File: src/rtl/core/d2q_qmul.sv
// Two-stage fixed-point multiply: exact product, then round half away and saturate.
module d2q_qmul #(
    parameter int AW = 32,
    parameter int BW = 32,
    parameter int W  = 32,
    parameter int F  = 28
) (
    input  logic                 i_clk,
    input  logic                 i_en,
    input  logic signed [AW-1:0] i_a,
    input  logic signed [BW-1:0] i_b,
    output logic signed [W-1:0]  o_p
);
    localparam int PW = AW + BW;
    localparam int RW = PW + 1 - F;

    logic [AW-1:0] ua;
    logic [BW-1:0] ub;
    logic          r_neg;
    logic [PW-1:0] r_mag;
    logic [PW:0]   rsum;
    logic [RW-1:0] rnd;
    logic [RW-1:0] lim;
    logic [RW-1:0] mag;
    logic [W-1:0]  mag_n;

    assign ua = i_a[AW-1] ? AW'(-i_a) : AW'(i_a);
    assign ub = i_b[BW-1] ? BW'(-i_b) : BW'(i_b);

    always_ff @(posedge i_clk) begin
        if (i_en) begin
            r_neg <= i_a[AW-1] ^ i_b[BW-1];
            r_mag <= PW'(ua) * PW'(ub);
        end
    end

    always_comb begin
        rsum  = {1'b0, r_mag} + ((PW+1)'(1) << (F - 1));
        rnd   = RW'(rsum >> F);
        lim   = r_neg ? RW'({1'b1, {(W-1){1'b0}}}) : RW'({1'b0, {(W-1){1'b1}}});
        mag   = (rnd > lim) ? lim : rnd;
        mag_n = -mag[W-1:0];
    end

    always_ff @(posedge i_clk) begin
        if (i_en) begin
            o_p <= r_neg ? mag_n : mag[W-1:0];
        end
    end
endmodule

File: config.mk
export PLATFORM = sky130hd
export DESIGN_NAME = d2q_qmul
export DESIGN_NICKNAME = d
export VERILOG_FILES = /design/src/rtl/core/d2q_qmul.sv
export SDC_FILE = /design/constraint.sdc
export NUM_CORES = 2
export LEC_CHECK = 0
export BUFFER_PORTS_ARGS = -buffer_cell sky130_fd_sc_hd__buf_4
export CAP_MARGIN = 15
export CORE_UTILIZATION = 50
export DETAILED_ROUTE_END_ITERATION = 7
export HOLD_SLACK_MARGIN = 0.06
export MAX_ROUTING_LAYER = met4
export PLACE_DENSITY = 0.66
export SLEW_MARGIN = 5
export SYNTH_ARGS = -nofsm -noshare
export SYNTH_HDL_FRONTEND = slang
export SYNTH_SLANG_ARGS = --single-unit
export TNS_END_PERCENT = 100
File: constraint.sdc
create_clock -name i_clk -period 14.8 [get_ports i_clk]
set_input_delay 3.7 -clock i_clk [delete_from_list [all_inputs] [get_ports i_clk]]
set_output_delay 3.7 -clock i_clk [all_outputs]
set_load 0.02 [all_outputs]
Word-level counts from Yosys, hierarchy flattened
Cells that the tools add are included.
{"block": "classes", "addsub": 4, "mul": 1, "order_cmp": 1, "muxes": 5, "n_bitwise": 1}
{"cell": "$mux 32", "n": 5}
{"cell": "$neg 32->32", "n": 3}
{"cell": "$add 64x28->65 const B", "n": 1}
{"cell": "$mul 32x32->64", "n": 1}
{"cell": "$gt 37x32->1", "n": 1}
{"cell": "$xor 1x1->1", "n": 1}
{"block": "totals", "regBits": 97, "in_bits": 66, "output_inout_bits": 32, "word_cells": 15}

Depth between registers and ports, before layout
{"block": "logic_depth", "ltp_word": 5, "ltp_mapped": 38, "mapped_depth_nobuf": 36}

Worst setup path after synthesis
No wires, ideal clock.
{"block": "synth_timing", "kind": "input to register", "from": "in i_a[0]", "to": "reg r_mag[58] (data pin)", "setup_ps": 263, "arrival_time_ps": 12573, "required_time_ps": 14537, "path_slack_ps": 1964, "stages": 33, "path_buffers": 1, "path_cell_list": "inv_1 > nand2_1 > or4_1 > nand2b_1 > or3_1 > nand2b_1 > o21ai_0 > xnor2_1 > clkbuf_1 > nand2_1 > fa_1 > fa_1 > fa_1 > fa_1 > inv_1 > fa_1 > fa_1 > fa_1 > inv_1 > fa_1 > inv_1 > ha_1 > a21oi_1 > o21bai_1 > a21oi_1 > o21ai_0 > a311oi_1 > o221ai_1 > o21ba_2 > o311a_1 > o21ai_0 > a311oi_1 > xnor2_1"}
{"block": "synth_via", "elab_chain_len": 3}
{"item": "from (decl)", "line_no": "10", "rtl": "input logic signed [AW-1:0] i_a,"}
{"item": "$neg 32->32", "line_no": "27", "rtl": "assign ua = i_a[AW-1] ? AW'(-i_a) : AW'(i_a);"}
{"item": "$mux 32 *", "line_no": "27"}
{"item": "$mul 32x32->64 *", "line_no": "33", "rtl": "r_mag <= PW'(ua) * PW'(ub);"}
{"item": "to (signal assigned)", "line_no": "33"}
{"item": "to (decl)", "line_no": "20", "rtl": "logic [PW-1:0] r_mag;"}
Every way passes the cells marked *; elsewhere a longest branch is shown, timed or not.
A chain may end at the register's enable or synchronous reset.

Worst setup path after layout
Ends and elaborated chain as after synthesis.

==> summary.txt <==
Status
  • Outcome: complete, but fails checks
  • Failing checks: design-rule violations

Clock network
  • Post-CTS Setup Inserts: 0
  • Clock slew seen by the registers of the worst setup and hold paths: 0.05 ns
  • Worst-Skew Late Latency: 0.34 ns
  • H-tree levels: 3
  • # hold bufs at CTS: 0
  • Sink Count: 70
  • CTS tree: built
  • CTS max path bufs: 2
  • CTS root buffer: clkbuf_16
  • PostCTS Resize Cnt: 0
  • CTS buffer count: 9

Cells and area
  • Ratio of cells with drive above 1 in the final layout: 7.90%
  • Area delta synth->final: 8.21%
  • # fillers: 6774
  • Most common cell after layout, fill and taps aside: inv_1
  • Layout Utilization: 55.0%
  • Most frequent cells in the layout: inv_1, fa_1, nor2_1, nand2_1, ha_1
  • Nets: 5555
  • Layout Cells excl Fill: 5264

Hold path
  • Hold Path Cell Cnt: 2
  • Hold Crit Class: reg2reg

Timing
  • RSZ-0062 raised after global routing: false
  • Slew Limit Headroom: 9.36%
  • Post-layout min period: 13.89 ns
  • Final hold violations: 0
  • Worst Tran Pin Value: 1.35 ns
  • Max Freq: 72.0 MHz
  • Hold Worst Slack: 0.867 ns
  • Setup_tns: 0 ns
  • # setup viols final: 0
  • Max Slew Vio Count: 0
  • Clock skew: 0.00889 ns
  • Final Cycle Share: 93.9%

Routing
  • DR vias: 29900
  • Routed WL: 122 mm
  • Routed Antenna Nets: 0
  • Drt via density: 5.67
  • DRT Pass-1 Iters: 8
  • Initial DRC Count: 2709
  • WL/cell: 23.1 um
  • DRC Markers: 3

GRT
  • First-pass GRT wire length: 185 mm
  • Vias in the first global route: 30800
  • Initial antenna violation count: 2
  • Largest net degree at the start of global routing: 78
  • Total grt overflow: 0
  • Total track usage: 34.3%

Yosys
  • Largest family of logic cells by synthesized area: adder cells
  • Post-synth EDFFs: 70
  • Ys flop type: edfxtp_1
  • Post-Synth Simple-Gate Area: 15.2%
  • Synth Register Bits: 70
  • Post-Syn Area: 37300 um2
  • Post-synth cell types: 77
  • Area fraction in compound gates after synthesis: 5.03%
  • Syn_nets: 5479
  • Post-synthesis mux area share: 0.504%
  • Synth Area in Adders: 58.0%
  • Mapped Cells: 4222
  • Post-synthesis xor/xnor area fraction: 4.53%
  • FFs w/ async S/R, synth: 0%
  • Synth warnings: 0
  • Seq/Total Area, Yosys: 5.64%
  • Avg Inst Size Synth: 8.83 um2

Place
  • Placed insts: 5245
  • GPL Wtd Cong: 1.03
  • Port Buffers: 97
  • Hpwl dp: 101 mm

Floorplan
  • Initial Util: 50.8%
  • Num ports: 98
  • Die area: 75600 um2
  • Die Width: 275 um
  • Placeable core region: 73300 um2
  • Row Count: 99
  • Height of the die: 275 um

Critical path
  • CP endpoint kind: register
  • Worst-path maximum fanout: 12
  • WP data arrival: 13.97 ns
  • CP max stage delay: 0.70 ns
  • Most used cell, CP: fa_1
  • CP required: 14.87 ns
  • R2R cell count: 24
  • Critical path's slowest cell: xor2_1
  • Kind of critical path: in2reg
  • Critical path startpoint category: input pin

Flow run
  • MaxCap Viol Count: 0
worst max-delay path: cells and delay by family:
family,cells,cell delay (ns)
AO/OA/AOI/OAI,7,1.77
XOR/XNOR,2,0.86
adder cells (fa/ha/maj),9,4.34
buffers and inverters,6,0.50
AND/OR/NAND/NOR,9,2.75
cell families after synthesis:
family,Yosys count
and+or+nand+nor,1372
adders and majority gates,1191
buffers and inverters,1089
AOI/OAI and AO/OA,290
xor gates and xnor gates,192
DFF,70
muxes,18
final timing paths:
path / from / to / slack, ns
worst max-delay path: i_a[0] / r_mag[58]$_DFFE_PP_ / 0.91
worst min-delay path: r_mag[55]$_DFFE_PP_ / o_p[27]$_DFFE_PP_ / 0.87
worst max register to register: r_mag[37]$_DFFE_PP_ / o_p[30]$_DFFE_PP_ / 7.99
worst min register to register: r_mag[55]$_DFFE_PP_ / o_p[27]$_DFFE_PP_ / 0.87
layer usage:
metal | vias to the layer above | global-route usage (%) | share of wire (%)
met5 | - | - | 0
met4 | 0 | 11.0 | 3.9
met3 | 309 | 11.4 | 14
met2 | 1715 | 49.7 | 43
met1 | 15100 | 45.2 | 39
li1 | 12800 | - | -
area by class of cell:
class	instances	area, um2	area share, %
multi-input combinational	3063	31500	78.1
inverter	910	3420	8.47
sequential	70	2100	5.21
timing repair buffer	244	1840	4.55
tap	959	1200	2.98
clock buffer	10	229	0.568
clock inverter	5	51.3	0.127
antenna	3	7.51	0.0186
stage by stage:
stage	instance area, um2	setup WS (ns)
CTS	40300	0.920
global route	40300	0.354
detailed placement	40000	0.615
global placement	40000	0.808
finish	40300	0.909
floorplan	37300	1.96
Yosys cell counts (all sizes together), types with 6 or more instances:
master  number  area (um2)
a21boi       6        45.1
a21o        35         263
a21oi       87         435
and2        14        87.6
and3        16         100
buf         16        86.3
clkbuf     163         612
edfxtp      70        2100
fa         895       17900
ha         296        3700
inv        910        3420
mux2i       15         150
nand2      546        2050
nand2b      17         106
nand3       40         205
nand4       30         188
nor2       615        2310
nor2b        6        37.5
nor3        34         180
nor4        13         106
o21a         6        45.0
o21ai       73         369
o31a         8        70.1
o31ai       12        90.1
o41ai        9         105
or2          7        46.3
or3         11        73.8
or4         10        78.8
xnor2      107         937
xor2        85         752
sequential cells by signal, summed over array words and instances (netlist names):
name   flops
o_p       32
r_neg      1
r_mag     37
Power is not shown: default switching activity piles up to over one toggle a cycle in this logic, so the estimate is an artifact.
